File: src/rtl/bsc_pkg.sv
// Shared types, constants and helper functions for the bracket and separator checker.
// No dependencies; every other file in rtl/ imports this package.
package bsc_pkg;

    localparam int STACK_DEPTH = 32;
    localparam int LINE_BITS   = 16;
    localparam int COL_BITS    = 12;

    localparam int CNT_BITS   = $clog2(STACK_DEPTH + 1);
    localparam int PTR_BITS   = (STACK_DEPTH > 1) ? $clog2(STACK_DEPTH) : 1;
    localparam int IN_DATA_W  = 8;
    localparam int OUT_DATA_W = ((8 + LINE_BITS + COL_BITS + 7) / 8) * 8;

    localparam logic [CNT_BITS-1:0]  DEPTH_CNT = CNT_BITS'(STACK_DEPTH);
    localparam logic [LINE_BITS-1:0] LINE_MAX  = {LINE_BITS{1'b1}};
    localparam logic [COL_BITS-1:0]  COL_MAX   = {COL_BITS{1'b1}};

    // Opcodes of an input transfer.
    localparam logic [1:0] OP_CHAR = 2'd0;
    localparam logic [1:0] OP_EOL  = 2'd1;
    localparam logic [1:0] OP_EOT  = 2'd2;

    // Error kinds of a result transfer.
    localparam logic [1:0] ERR_SEPARATOR = 2'd0;
    localparam logic [1:0] ERR_UNMATCHED = 2'd1;
    localparam logic [1:0] ERR_UNCLOSED  = 2'd2;
    localparam logic [1:0] ERR_OVERFLOW  = 2'd3;

    // Bracket kinds as kept on the stack.
    localparam logic [1:0] BK_PAREN   = 2'd0;
    localparam logic [1:0] BK_SQUARE  = 2'd1;
    localparam logic [1:0] BK_CURLY   = 2'd2;

    localparam logic [7:0] CH_LPAREN = 8'h28;
    localparam logic [7:0] CH_RPAREN = 8'h29;
    localparam logic [7:0] CH_LSQ    = 8'h5B;
    localparam logic [7:0] CH_RSQ    = 8'h5D;
    localparam logic [7:0] CH_LCURLY = 8'h7B;
    localparam logic [7:0] CH_RCURLY = 8'h7D;
    localparam logic [7:0] CH_BAR    = 8'h7C;
    localparam logic [7:0] CH_UPPER_E = 8'h45;
    localparam logic [7:0] CH_UPPER_H = 8'h48;
    localparam logic [7:0] CH_UPPER_S = 8'h53;
    localparam logic [7:0] CH_STAR   = 8'h2A;
    localparam logic [7:0] CH_GT     = 8'h3E;
    localparam logic [7:0] CH_COMMA  = 8'h2C;
    localparam logic [7:0] CH_SPACE  = 8'h20;

    typedef enum logic [1:0] {
        ST_IDLE,
        ST_EXEC,
        ST_FLUSH_EMIT,
        ST_FLUSH_WAIT
    } ctrl_state_t;

    typedef enum logic [1:0] {
        STRIP_NONE,
        STRIP_PAREN,
        STRIP_BRACE,
        STRIP_MARK
    } strip_t;

    typedef struct packed {
        logic any;
        logic second;
        logic first_bar;
        logic comment;
        logic first_e;
        logic note;
        logic comma;
    } line_flags_t;

    typedef struct packed {
        logic [1:0]           kind;
        logic [LINE_BITS-1:0] line;
        logic [COL_BITS-1:0]  col;
    } stack_entry_t;

    typedef struct packed {
        logic [1:0]           kind;
        logic [7:0]           bracket;
        logic [LINE_BITS-1:0] line;
        logic [COL_BITS-1:0]  col;
        logic                 last;
    } result_t;

    // Controller to datapath.
    typedef struct packed {
        logic load;      // capture the accepted input transfer
        logic exec;      // execute a character or end-of-line item
        logic pop_emit;  // report the top stack entry and pop it
        logic clear;     // return all text state to its reset value
    } dp_cmd_t;

    // Datapath to controller.
    typedef struct packed {
        logic is_eot;
        logic empty;
        logic last_entry;
        logic buf_free;
    } dp_status_t;

    function automatic logic is_blank(input logic [7:0] c);
        return (c == CH_SPACE) || (c >= 8'd9 && c <= 8'd13);
    endfunction

    function automatic logic is_note(input logic [7:0] c);
        return (c >= 8'h31 && c <= 8'h38) || (c >= 8'h61 && c <= 8'h65) ||
               (c >= 8'h41 && c <= 8'h45);
    endfunction

    function automatic logic [7:0] open_char(input logic [1:0] kind);
        logic [7:0] r;
        case (kind)
            BK_PAREN:  r = CH_LPAREN;
            BK_SQUARE: r = CH_LSQ;
            BK_CURLY:  r = CH_LCURLY;
            default:   r = CH_LPAREN;
        endcase
        return r;
    endfunction

endpackage

File: src/rtl/bsc_ctrl.sv
// Sequencing state machine for the bracket and separator checker.
// Depends on bsc_pkg; drives the datapath only through dp_cmd_t.
module bsc_ctrl
    import bsc_pkg::*;
(
    input  logic       clk,
    input  logic       rst_n,
    input  logic       in_valid,
    output logic       in_ready,
    input  dp_status_t status,
    output dp_cmd_t    cmd
);

    ctrl_state_t state_reg;
    ctrl_state_t state_next;

    always_ff @(posedge clk or negedge rst_n)
    begin
        if (!rst_n)
        begin
            state_reg <= ST_IDLE;
        end
        else
        begin
            state_reg <= state_next;
        end
    end

    always_comb
    begin
        state_next = state_reg;
        case (state_reg)
            ST_IDLE:
            begin
                if (in_valid)
                begin
                    state_next = ST_EXEC;
                end
            end
            ST_EXEC:
            begin
                if (status.buf_free)
                begin
                    if (status.is_eot && !status.empty)
                    begin
                        state_next = ST_FLUSH_EMIT;
                    end
                    else
                    begin
                        state_next = ST_IDLE;
                    end
                end
            end
            ST_FLUSH_EMIT:
            begin
                if (status.buf_free)
                begin
                    state_next = status.last_entry ? ST_IDLE : ST_FLUSH_WAIT;
                end
            end
            ST_FLUSH_WAIT:
            begin
                state_next = ST_FLUSH_EMIT;
            end
            default:
            begin
                state_next = ST_IDLE;
            end
        endcase
    end

    always_comb
    begin
        in_ready     = 1'b0;
        cmd          = '0;
        case (state_reg)
            ST_IDLE:
            begin
                in_ready = 1'b1;
                cmd.load = in_valid;
            end
            ST_EXEC:
            begin
                cmd.exec  = status.buf_free && !status.is_eot;
                cmd.clear = status.buf_free && status.is_eot && status.empty;
            end
            ST_FLUSH_EMIT:
            begin
                cmd.pop_emit = status.buf_free;
                cmd.clear    = status.buf_free && status.last_entry;
            end
            default:
            begin
            end
        endcase
    end

    // The flush only ever runs on a non-empty stack.
    assert property (@(posedge clk) disable iff (!rst_n)
        (state_reg == ST_FLUSH_EMIT) |-> !status.empty)
        else $error("flush running on an empty stack");

    // Work commands never coincide with taking a new transfer.
    assert property (@(posedge clk) disable iff (!rst_n)
        cmd.load |-> !(cmd.exec || cmd.pop_emit || cmd.clear))
        else $error("load overlaps with execution");

    // An item leaves the execute state only after acting on it.
    assert property (@(posedge clk) disable iff (!rst_n)
        (state_reg == ST_EXEC && state_next == ST_IDLE) |-> (cmd.exec || cmd.clear))
        else $error("item dropped in execute state");

endmodule

File: src/rtl/bsc_datapath.sv
// Datapath of the bracket and separator checker: input capture, line state,
// bracket stack memory and output register. Depends on bsc_pkg.
module bsc_datapath
    import bsc_pkg::*;
(
    input  logic           clk,
    input  logic           rst_n,
    input  logic [1:0]     in_opcode,
    input  logic [7:0]     in_char,
    input  dp_cmd_t        cmd,
    output dp_status_t     status,
    output logic           out_valid,
    input  logic           out_ready,
    output result_t        out_item
);

    logic [1:0]           op_reg;
    logic [7:0]           ch_reg;
    logic [CNT_BITS-1:0]  count_reg, count_next;
    logic [LINE_BITS-1:0] line_reg, line_next;
    logic [COL_BITS-1:0]  col_reg, col_next;
    line_flags_t          flags_reg, flags_next;
    strip_t               strip_reg, strip_next;
    logic [1:0]           mark_reg, mark_next;
    logic                 out_valid_reg, out_valid_next;
    result_t              out_reg;
    stack_entry_t         rd_reg;
    stack_entry_t         stack_mem [STACK_DEPTH];

    logic                 emit;
    result_t              res;
    logic                 push;
    stack_entry_t         push_entry;
    logic [CNT_BITS-1:0]  cnt_m1;
    logic [PTR_BITS-1:0]  rd_addr;
    logic [PTR_BITS-1:0]  wr_addr;
    logic                 buf_free;

    assign buf_free = !out_valid_reg || out_ready;
    assign cnt_m1   = count_reg - 1'b1;
    assign rd_addr  = cnt_m1[PTR_BITS-1:0];
    assign wr_addr  = count_reg[PTR_BITS-1:0];

    always_comb
    begin
        status.is_eot     = (op_reg == OP_EOT);
        status.empty      = (count_reg == '0);
        status.last_entry = (count_reg == CNT_BITS'(1));
        status.buf_free   = buf_free;
    end

    always_comb
    begin
        logic [COL_BITS-1:0] col_inc;
        logic                stop;
        logic                is_open;
        logic                is_close;
        logic [1:0]          bkind;

        count_next = count_reg;
        line_next  = line_reg;
        col_next   = col_reg;
        flags_next = flags_reg;
        strip_next = strip_reg;
        mark_next  = mark_reg;
        emit       = 1'b0;
        res        = '0;
        push       = 1'b0;
        push_entry = '0;
        col_inc    = (col_reg == COL_MAX) ? col_reg : col_reg + 1'b1;
        stop       = 1'b0;
        is_open    = 1'b0;
        is_close   = 1'b0;
        bkind      = BK_PAREN;

        case (ch_reg)
            CH_LPAREN: begin is_open  = 1'b1; bkind = BK_PAREN;  end
            CH_LSQ:    begin is_open  = 1'b1; bkind = BK_SQUARE; end
            CH_LCURLY: begin is_open  = 1'b1; bkind = BK_CURLY;  end
            CH_RPAREN: begin is_close = 1'b1; bkind = BK_PAREN;  end
            CH_RSQ:    begin is_close = 1'b1; bkind = BK_SQUARE; end
            CH_RCURLY: begin is_close = 1'b1; bkind = BK_CURLY;  end
            default:   begin end
        endcase

        if (cmd.pop_emit)
        begin
            count_next  = cnt_m1;
            emit        = 1'b1;
            res.kind    = ERR_UNCLOSED;
            res.bracket = open_char(rd_reg.kind);
            res.line    = rd_reg.line;
            res.col     = rd_reg.col;
            res.last    = status.last_entry;
        end
        else if (cmd.exec)
        begin
            case (op_reg)
                OP_CHAR:
                begin
                    col_next = col_inc;
                    if (flags_reg.comment)
                    begin
                        stop = 1'b1;
                    end
                    else if (!is_blank(ch_reg))
                    begin
                        if (!flags_reg.any)
                        begin
                            flags_next.any       = 1'b1;
                            flags_next.first_bar = (ch_reg == CH_BAR);
                            flags_next.first_e   = (ch_reg == CH_UPPER_E);
                        end
                        else if (!flags_reg.second)
                        begin
                            flags_next.second = 1'b1;
                            if (flags_reg.first_bar && ch_reg == CH_BAR)
                            begin
                                flags_next.comment = 1'b1;
                                stop               = 1'b1;
                            end
                        end
                    end

                    if (!stop)
                    begin
                        // Track which parts of the line count as stripped.
                        case (strip_reg)
                            STRIP_PAREN:
                            begin
                                if (ch_reg == CH_RPAREN) strip_next = STRIP_NONE;
                            end
                            STRIP_BRACE:
                            begin
                                if (ch_reg == CH_RCURLY) strip_next = STRIP_NONE;
                            end
                            STRIP_MARK:
                            begin
                                if (ch_reg == CH_GT) strip_next = STRIP_NONE;
                            end
                            default:
                            begin
                                if (ch_reg == CH_LPAREN)
                                begin
                                    strip_next = STRIP_PAREN;
                                    mark_next  = 2'd0;
                                end
                                else if (ch_reg == CH_LCURLY)
                                begin
                                    strip_next = STRIP_BRACE;
                                    mark_next  = 2'd0;
                                end
                                else if (ch_reg == CH_STAR && mark_reg == 2'd2)
                                begin
                                    strip_next = STRIP_MARK;
                                    mark_next  = 2'd0;
                                end
                                else
                                begin
                                    if (ch_reg == CH_UPPER_H)
                                        mark_next = 2'd1;
                                    else if (ch_reg == CH_UPPER_S && mark_reg == 2'd1)
                                        mark_next = 2'd2;
                                    else
                                        mark_next = 2'd0;
                                    if (ch_reg == CH_COMMA) flags_next.comma = 1'b1;
                                    if (is_note(ch_reg))    flags_next.note  = 1'b1;
                                end
                            end
                        endcase

                        // Bracket stack.
                        res.bracket = ch_reg;
                        res.line    = line_reg;
                        res.col     = col_inc;
                        res.last    = 1'b1;
                        if (is_open)
                        begin
                            if (count_reg == DEPTH_CNT)
                            begin
                                emit     = 1'b1;
                                res.kind = ERR_OVERFLOW;
                            end
                            else
                            begin
                                push            = 1'b1;
                                push_entry.kind = bkind;
                                push_entry.line = line_reg;
                                push_entry.col  = col_inc;
                                count_next      = count_reg + 1'b1;
                            end
                        end
                        else if (is_close)
                        begin
                            if (count_reg == '0 || rd_reg.kind != bkind)
                            begin
                                emit     = 1'b1;
                                res.kind = ERR_UNMATCHED;
                            end
                            else
                            begin
                                count_next = cnt_m1;
                            end
                        end
                    end
                end
                OP_EOL:
                begin
                    if (flags_reg.any && !flags_reg.comment &&
                        !(flags_reg.first_e && !flags_reg.second) &&
                        flags_reg.note && !flags_reg.comma)
                    begin
                        emit        = 1'b1;
                        res.kind    = ERR_SEPARATOR;
                        res.bracket = 8'd0;
                        res.line    = line_reg;
                        res.col     = COL_BITS'(1);
                        res.last    = 1'b1;
                    end
                    line_next  = (line_reg == LINE_MAX) ? line_reg : line_reg + 1'b1;
                    col_next   = '0;
                    flags_next = '0;
                    strip_next = STRIP_NONE;
                    mark_next  = 2'd0;
                end
                default:
                begin
                end
            endcase
        end

        if (cmd.clear)
        begin
            count_next = '0;
            line_next  = LINE_BITS'(1);
            col_next   = '0;
            flags_next = '0;
            strip_next = STRIP_NONE;
            mark_next  = 2'd0;
        end
    end

    assign out_valid_next = emit ? 1'b1 : (out_ready ? 1'b0 : out_valid_reg);

    always_ff @(posedge clk or negedge rst_n)
    begin
        if (!rst_n)
        begin
            count_reg     <= '0;
            line_reg      <= LINE_BITS'(1);
            col_reg       <= '0;
            flags_reg     <= '0;
            strip_reg     <= STRIP_NONE;
            mark_reg      <= 2'd0;
            out_valid_reg <= 1'b0;
        end
        else
        begin
            count_reg     <= count_next;
            line_reg      <= line_next;
            col_reg       <= col_next;
            flags_reg     <= flags_next;
            strip_reg     <= strip_next;
            mark_reg      <= mark_next;
            out_valid_reg <= out_valid_next;
        end
    end

    always_ff @(posedge clk)
    begin
        if (cmd.load)
        begin
            op_reg <= in_opcode;
            ch_reg <= in_char;
        end
        if (emit)
        begin
            out_reg <= res;
        end
    end

    // Stack memory: one write and one registered read of the top entry per cycle.
    always_ff @(posedge clk)
    begin
        if (push)
        begin
            stack_mem[wr_addr] <= push_entry;
        end
        rd_reg <= stack_mem[rd_addr];
    end

    assign out_valid = out_valid_reg;
    assign out_item  = out_reg;

    assert property (@(posedge clk) disable iff (!rst_n)
        count_reg <= DEPTH_CNT)
        else $error("stack count beyond depth");

    assert property (@(posedge clk) disable iff (!rst_n)
        push |=> (count_reg == $past(count_reg) + 1'b1))
        else $error("push did not grow the stack");

    assert property (@(posedge clk) disable iff (!rst_n)
        (out_valid_reg && out_reg.kind == ERR_SEPARATOR) |->
            (out_reg.bracket == 8'd0 && out_reg.col == COL_BITS'(1)))
        else $error("separator error carries a bracket or column");

    assert property (@(posedge clk) disable iff (!rst_n)
        line_reg != '0)
        else $error("line number wrapped to zero");

endmodule

File: src/rtl/bracket_and_separator_checker_unit.sv
// Top level of the bracket and separator checker: stream ports, controller
// and datapath. Depends on bsc_pkg, bsc_ctrl and bsc_datapath.
//
// The checker reads a text one transfer at a time: a character, an end of
// line or an end of text, selected by s_tuser. It keeps a stack of the open
// brackets ( [ { with the line and column of each and reports, as result
// transfers, a closing bracket that is unmatched, an opening bracket that
// finds the stack full, and a line that holds lane digits or note letters in
// its stripped text but no comma (reported at the end of that line, after
// the line's bracket errors). At end of text every bracket still open is
// reported from the top of the stack down, tlast marking the final one, and
// all text state returns to its reset value. A character or end-of-line
// transfer is first taken and then executed against the top-of-stack entry,
// which comes from the registered read port of the stack memory. At end of
// text every pop but the last is followed by a wait for the memory read of
// the new top. A result waits in the output register while the next input
// transfer is taken; the execute step of that transfer, and each flush step,
// stalls until the waiting result has been taken. Line and column numbers
// saturate at their largest values.
module bracket_and_separator_checker_unit
    import bsc_pkg::*;
(
    input  logic                  clk,
    input  logic                  rst_n,
    input  logic                  s_tvalid,
    output logic                  s_tready,
    input  logic [IN_DATA_W-1:0]  s_tdata,   // [7:0] char_code
    input  logic [1:0]            s_tuser,   // [1:0] opcode
    output logic                  m_tvalid,
    input  logic                  m_tready,
    output logic [OUT_DATA_W-1:0] m_tdata,   // bracket_char, line_number, column_number, zero fill
    output logic [1:0]            m_tuser,   // [1:0] error_kind
    output logic                  m_tlast
);

    dp_cmd_t    cmd;
    dp_status_t status;
    result_t    out_item;

    bsc_ctrl u_ctrl (
        .clk      (clk),
        .rst_n    (rst_n),
        .in_valid (s_tvalid),
        .in_ready (s_tready),
        .status   (status),
        .cmd      (cmd)
    );

    bsc_datapath u_dp (
        .clk       (clk),
        .rst_n     (rst_n),
        .in_opcode (s_tuser),
        .in_char   (s_tdata[7:0]),
        .cmd       (cmd),
        .status    (status),
        .out_valid (m_tvalid),
        .out_ready (m_tready),
        .out_item  (out_item)
    );

    // Result fields are packed with the bracket character in the lowest byte.
    assign m_tdata = OUT_DATA_W'({out_item.col, out_item.line, out_item.bracket});
    assign m_tuser = out_item.kind;
    assign m_tlast = out_item.last;

endmodule
File: config.mk
export PLATFORM = sky130hd
export DESIGN_NAME = bracket_and_separator_checker_unit
export DESIGN_NICKNAME = d
export VERILOG_FILES = /design/src/rtl/bsc_pkg.sv /design/src/rtl/bsc_ctrl.sv /design/src/rtl/bsc_datapath.sv /design/src/rtl/bracket_and_separator_checker_unit.sv
export SDC_FILE = /design/constraint.sdc
export NUM_CORES = 1
export LEC_CHECK = 0
export ABC_AREA = 1
export BUFFER_PORTS_ARGS = -buffer_cell sky130_fd_sc_hd__buf_2
export CORE_MARGIN = 4
export CORE_UTILIZATION = 45
export DETAILED_ROUTE_END_ITERATION = 12
export PLACE_DENSITY = 0.7
export SLEW_MARGIN = 0
export SYNTH_ARGS = -nofsm -noshare
export SYNTH_HDL_FRONTEND = slang
export SYNTH_SLANG_ARGS = --single-unit
File: constraint.sdc
create_clock -name clk -period 3.41 [get_ports clk]
set_clock_uncertainty 0.1 [all_clocks]
set_input_delay 1.023 -clock clk [delete_from_list [all_inputs] [get_ports clk]]
set_output_delay 1.023 -clock clk [all_outputs]
set_load 0.01 [all_outputs]
==> results of run 1 <==
cell usage in the layout (no fill, tap or decap), types with 4 or more instances in the layout:
cell       synthesis  layout
buf_2             74      54
nand2_2            6       7
clkbuf_1         122      22
nand3_1          105     105
o22ai_1           74      74
nor2_2             2      12
xor2_1            12      12
bufinv_16          0      13
inv_1             75      73
clkinv_1           4      22
clkbuf_16          0     108
buf_12             0      65
clkinv_2           1      24
nand2_1          164     163
inv_6              0       5
nor3_2             1       8
conb_1             1       4
inv_2             12      11
ha_1              12      11
nor3_1            16       9
a31oi_1           30      30
o221ai_1         178     178
dfrtp_1           47      46
o21ai_1           61      60
edfxtp_1        1009    1009
a21oi_1           51      49
o21ai_0          558     558
clkbuf_8           0       5
buf_4             23      91
clkinv_8           0       4
nor2_4             2      36
dfxtp_1           30      30
o31ai_1            4       4
nand4_1            6       6
nor2_1           655     611
per-stage QoR:
| step | util, % | cells | area (um2) | power, mW | hold WS [ps] |
|---|---|---|---|---|---|
| after floorplan | - | 3373 | 43440 | 26.78 | 341.5 |
| after global placement | 48.85 | 4623 | 46620 | 33.20 | 357.3 |
| after detailed placement | 48.85 | 4623 | 46620 | 33.51 | 363.1 |
| after CTS | 52.60 | 4824 | 50190 | 45.46 | 320.9 |
| after global routing | 52.60 | 4824 | 50200 | 48.06 | 380.6 |
| final | 52.60 | 4824 | 50200 | 45.62 | 329.2 |
power by group through the flow:
stage / combinational [mW] / clock, mW / sequential, mW
6_report: 18.2 / 12.0 / 15.4
5_1_grt: 19.9 / 12.7 / 15.5
4_1_cts: 18.0 / 12.1 / 15.4
3_5_place_dp: 17.8 / 0 / 15.7
3_3_place_gp: 17.5 / 0 / 15.7
2_1_floorplan: 11.2 / 0 / 15.6
how the worst max path moves through the flow:
stage	to	slack, ps
4_1_cts	u_dp.stack_mem[9][8]	120
6_report	u_dp.stack_mem[25][14]	330
5_1_grt	u_dp.stack_mem[25][14]	70
2_1_floorplan	u_dp.stack_mem[0][0]	-300
3_3_place_gp	u_dp.stack_mem[6][8]	-230
3_5_place_dp	u_dp.stack_mem[9][8]	-250
worst max-delay path, stage by stage, from the launching register on:
cell and delay (ps):
dfrtp_1 400, inv_1 100, ha_1 220, nand2_1 100, nor2_1 160, nand2_1 150, nor2_4 160, inv_4 50
buf_12 120, nor2_8 100, inv_4 70, nor2_2 930
cells by family after synthesis:
family | count (synthesis) | share of synthesized area, %
simple gates | 969 | 9.046
compound gates | 966 | 13.08
buf+inv | 319 | 3.224
flops | 1087 | 73.91
other cells | 1 | 0.008634
xor+xnor | 16 | 0.3832
fa+ha+maj | 12 | 0.3457
final cells by class:
| cell class | count | area [um2] | area share, % |
|---|---|---|---|
| flip-flops and latches | 1087 | 32110 | 63.96 |
| multi-input cells | 1967 | 10300 | 20.52 |
| clock buffers | 135 | 2854 | 5.685 |
| repair buffers | 210 | 2255 | 4.491 |
| well taps | 1265 | 1583 | 3.153 |
| clock inverters | 66 | 720.7 | 1.436 |
| inverters | 94 | 379.1 | 0.7552 |
metal layers:
| metal | routed length [um] | vias up | global-route usage (%) |
|---|---|---|---|
| li1 | - | 12746 | - |
| met1 | 44910 | 14137 | 29.74 |
| met5 | 0 | - | 0 |
| met2 | 52750 | 1506 | 34.41 |
| met3 | 10920 | 184 | 4.252 |
| met4 | 2819 | 0 | 6.566 |
==> metrics, run 1 <==
status=completed; FP Rows=113; Post-CTS Setup Inserts=0; fin crit share=90.27%; Sw Share=40.05%; CP arrival=3260 ps; PortBufs=54; Num CTS Buffers=108; WL final=111400 um; CTS max path bufs=3; area grow syn2layout=15.58%; final setup vio count=0; CTS tree=yes; wire per inst=23.09 um; initial DRC count=3896; first-pass GRT wire length=169200 um; io pins=59; Setup WS post-layout=331.7 ps; antenna viol nets, final=0; syn avg cell area=12.89 um2; Synth top area share=69.76%; register area share after synthesis=73.91%; Initial Utilization=45.51%; initial antenna violation count=0; 1st-pass router iterations=7; die height=318.7 um; clock power share=26.2%; main flop type after synthesis=edfxtp_1; # diodes=0; DIE WIDTH=318.7 um; CP Class=reg2reg; slew margin rel.=15.98%; Static Leak=16.92 nW; largest net degree at the start of global routing=191; # Max-Cap Violations=0; post-synthesis cell type count=50; Final Hold Viols=0; Required @ worst endpoint=3590 ps; gr usage total=21.43%; H-tree depth=3; Reg2Reg Capture Point=u_dp.stack_mem[25][14]; Yosys warnings=0; CP Launch Point=u_ctrl.state_reg[1]; final number of max-transition violations=0; Post-Syn Instances=3370; Reg clk slew, reported paths=60 ps; Worst R2R Path Depth=11; hold buffers post-CTS=0; pre-CTS setup slack=-253.1 ps; count leader, synth=edfxtp_1; leading area contributor after synthesis=edfxtp_1; vias after detailed routing=28.57k; max reg flops=960; share of cells above drive strength 1=13.29%; clock latency on the worst-skew pair=680 ps; max frequency=0.3249 GHz; worst r2r src=u_ctrl.state_reg[1]; Comb pwr share=40.0%; Remaining DRCs=0; vias in the first global route=27.46k; crit-path max FO=32; Fillers=7637; P_int=27.35 mW; Placer Congestion=0.8600; root buffer cell=clkbuf_16; Mapped Area=43430 um2; Psw=18.27 mW; min-delay worst type=in2async; Peak VDD IR=0.8445 mV; Post-DP HPWL=65380 um; reg2reg setup slack=330 ps; global route overflow=0; die area=101600 um2; Setup TNS=0 ps; Final Net Count=3494; core box area=95440 um2; top cells by area, synth=edfxtp_1 70%, o21ai_0 6.4%, nor2_1 5.7%; pwr/cell area=908.9 nW/um2; sequential fraction of design power=33.8%; post-cts sizing count=0; Worst Setup Start Kind=flop; RSZ-0062 raised after global routing=no; Post-synth top cells=1009 x edfxtp_1, 655 x nor2_1, 558 x o21ai_0; Slew @ Worst Pin=1259 ps; Post-synth ARST share=4.416%; Tmin final=3078 ps; clk sinks=1087; Synth Register Bits=1087; Worst setup EP type=flop; EDFF count, synth=1009; Vias/cell=5.923
(Power assumes the default switching activity.)
==> run 2: changes to the inputs <==
CORE_MARGIN = 2   (was 4)
==> run 2 against run 1 <==
Hold slack better by 49 ps. Flip-flop and latch count unchanged. First-iteration DRC count up 3.1%. Combinational power up 3%. Routed wire length down 2.0%. Worst setup slack worse by 0.98 ps. Register-to-register slack about the same. Maximum frequency about the same. Critical path depth down 1. Critical endpoint is now u_dp.rd_reg[17].
==> metrics, run 2 (same netlist as run 1, synthesis figures left out) <==
# Max-Cap Violations=0 (unchanged); post-route non-filler standard cell count=4821 (-0.062%); max frequency=0.3248 GHz (about the same); Required @ worst endpoint=3880 ps (+290 ps); fin crit share=90.30% (about the same); Post-DP HPWL=64630 um (-1.1%); Final Hold Viols=0 (unchanged); PortBufs=54 (unchanged); vias in the first global route=26.75k (-2.6%); reg2reg setup slack=330 ps (about the same); Tmin final=3079 ps (+0.9770 ps); io pins=59 (unchanged); final number of max-transition violations=0 (unchanged); vias after detailed routing=28.47k (-0.35%); FP Rows=113 (unchanged); clock latency on the worst-skew pair=670 ps (about the same); dpl cells=4624 (+0.022%); post-cts sizing count=0 (unchanged); status=completed; share of cells above drive strength 1=13.08% (-0.21 points); Fillers=7720 (+1.1%); initial DRC count=4016 (+3.1%); area grow syn2layout=15.87%; first-pass GRT wire length=164800 um (-2.6%); Static Leak=17.43 nW (+3.0%); most common cell after layout, fill and taps aside=edfxtp_1; Vias/cell=5.906 (-0.29%); max reg flops=960 (unchanged); H-tree depth=3 (unchanged); crit-path max FO=23 (-28%); slew margin rel.=39.55% (+24 points); wire per inst=22.64 um (-2.0%); Num CTS Buffers=107 (-0.93%); die area=99020 um2 (-2.5%); clk sinks=1087 (unchanged); min-delay worst type=in2async; Peak VDD IR=1.068 mV (+26%); Placer Congestion=0.8438 (-1.9%); area of the multi-input gates=10300 um2 (unchanged); root buffer cell=clkbuf_16; Post-CTS Setup Inserts=0 (unchanged); CP Class=reg2reg; CTS max path bufs=3 (unchanged); Worst Setup Start Kind=flop; core box area=95290 um2 (-0.15%); Reg clk slew, reported paths=60 ps (about the same); Tot Pwr=45.96 mW (+0.74%); Final Net Count=3494 (unchanged); pwr/cell area=913.3 nW/um2 (+0.49%); CTS tree=yes; Slew @ Worst Pin=906.8 ps (-352.1 ps); Remaining DRCs=0 (unchanged); # diodes=0 (unchanged); gr usage total=21.80% (+0.37 points); WL final=109200 um (-2.0%); antenna viol nets, final=0 (unchanged); 1st-pass router iterations=6 (-1); most frequent cells in the layout=1009 x edfxtp_1, 609 x nor2_1, 558 x o21ai_0; initial antenna violation count=1 (+1); DP Area=46810 um2 (+0.40%); DIE WIDTH=314.7 um (-1.3%); Worst setup EP type=flop; final setup vio count=0 (unchanged); hold_ws=378.1 ps (+48.95 ps); global route overflow=0 (unchanged); die height=314.7 um (-1.3%); largest net degree at the start of global routing=189 (-1.0%); hold buffers post-CTS=0 (unchanged); CP arrival=3550 ps (+290 ps); RSZ-0062 raised after global routing=no; Worst R2R Path Depth=10 (-1); Initial Utilization=45.58% (+0.068 points); Final Cell Area=50320 um2 (+0.25%); Reg area=32110 um2 (unchanged)
-- run 2: changes by cell type in the layout (fill, tap and decap cells not counted), moves of 3 or more --
cell       change
clkinv_2      -11
buf_12        +14
clkinv_8       -4
nor2_2         +3
clkbuf_1       +3
clkinv_1       +4
buf_4         -13
clkbuf_8       +4
bufinv_16      -5
clkbuf_16      +3
-- run 2: per-layer routing --
metal | vias to the layer above | global-route usage, % | share of wire [%]
li1 | 12749 | - | -
met1 | 13980 | 32.54 | 42
met2 | 1568 | 33.65 | 46
met3 | 175 | 3.368 | 9.7
met4 | 0 | 5.400 | 2.2
met5 | - | 0 | 0
-- run 2: path summary, 6_finish.rpt --
kind                              startpoint                 to
max in group asynchronous              rst_n  u_dp.count_reg[0]
hold / removal                         rst_n     u_dp.out_valid
setup / recovery           u_dp.count_reg[2]    u_dp.rd_reg[17]
min in group clk           u_dp.flags_reg[0]  u_dp.flags_reg[0]
setup reg to reg           u_dp.count_reg[2]    u_dp.rd_reg[17]
hold reg to reg            u_dp.flags_reg[0]  u_dp.flags_reg[0]
-- run 2: per-stage QoR --
| stage | setup TNS, ps | utilization, % | setup WS, ps |
|---|---|---|---|
| detailed placement | 0 | 49.12 | 316.3 |
| global placement | 0 | 49.12 | 333.7 |
| floorplan | -337210 | - | -302.5 |
| finish | 0 | 52.81 | 330.7 |
| global route | 0 | 52.81 | 265.5 |
| CTS | 0 | 52.81 | 397.7 |
-- run 2: layout make-up --
type | count | area share (%)
tap | 1265 | 3.145
timing repair buffer | 211 | 4.843
multi-input combinational | 1967 | 20.47
clock inverter | 52 | 1.037
clock buffer | 145 | 5.952
inverter | 94 | 0.7533
sequential | 1087 | 63.80
-- run 2: critical path, stage by stage (launching register included) --
cell and delay [ps]:
dfrtp_1 680, inv_2 130, nand3_2 150, xor2_4 210, clkinv_2 520, buf_4 390
nand3_1 120, o21ai_1 140, nor2_1 200, a21oi_1 130, buf_4 170
-- run 2: where the power goes --
| part | switching (mW) | internal [mW] |
|---|---|---|
| Clock | 4.92 | 6.76 |
| Sequential | 0.420 | 15.0 |
| Combinational | 13.2 | 5.60 |
| Total | 18.6 | 27.4 |
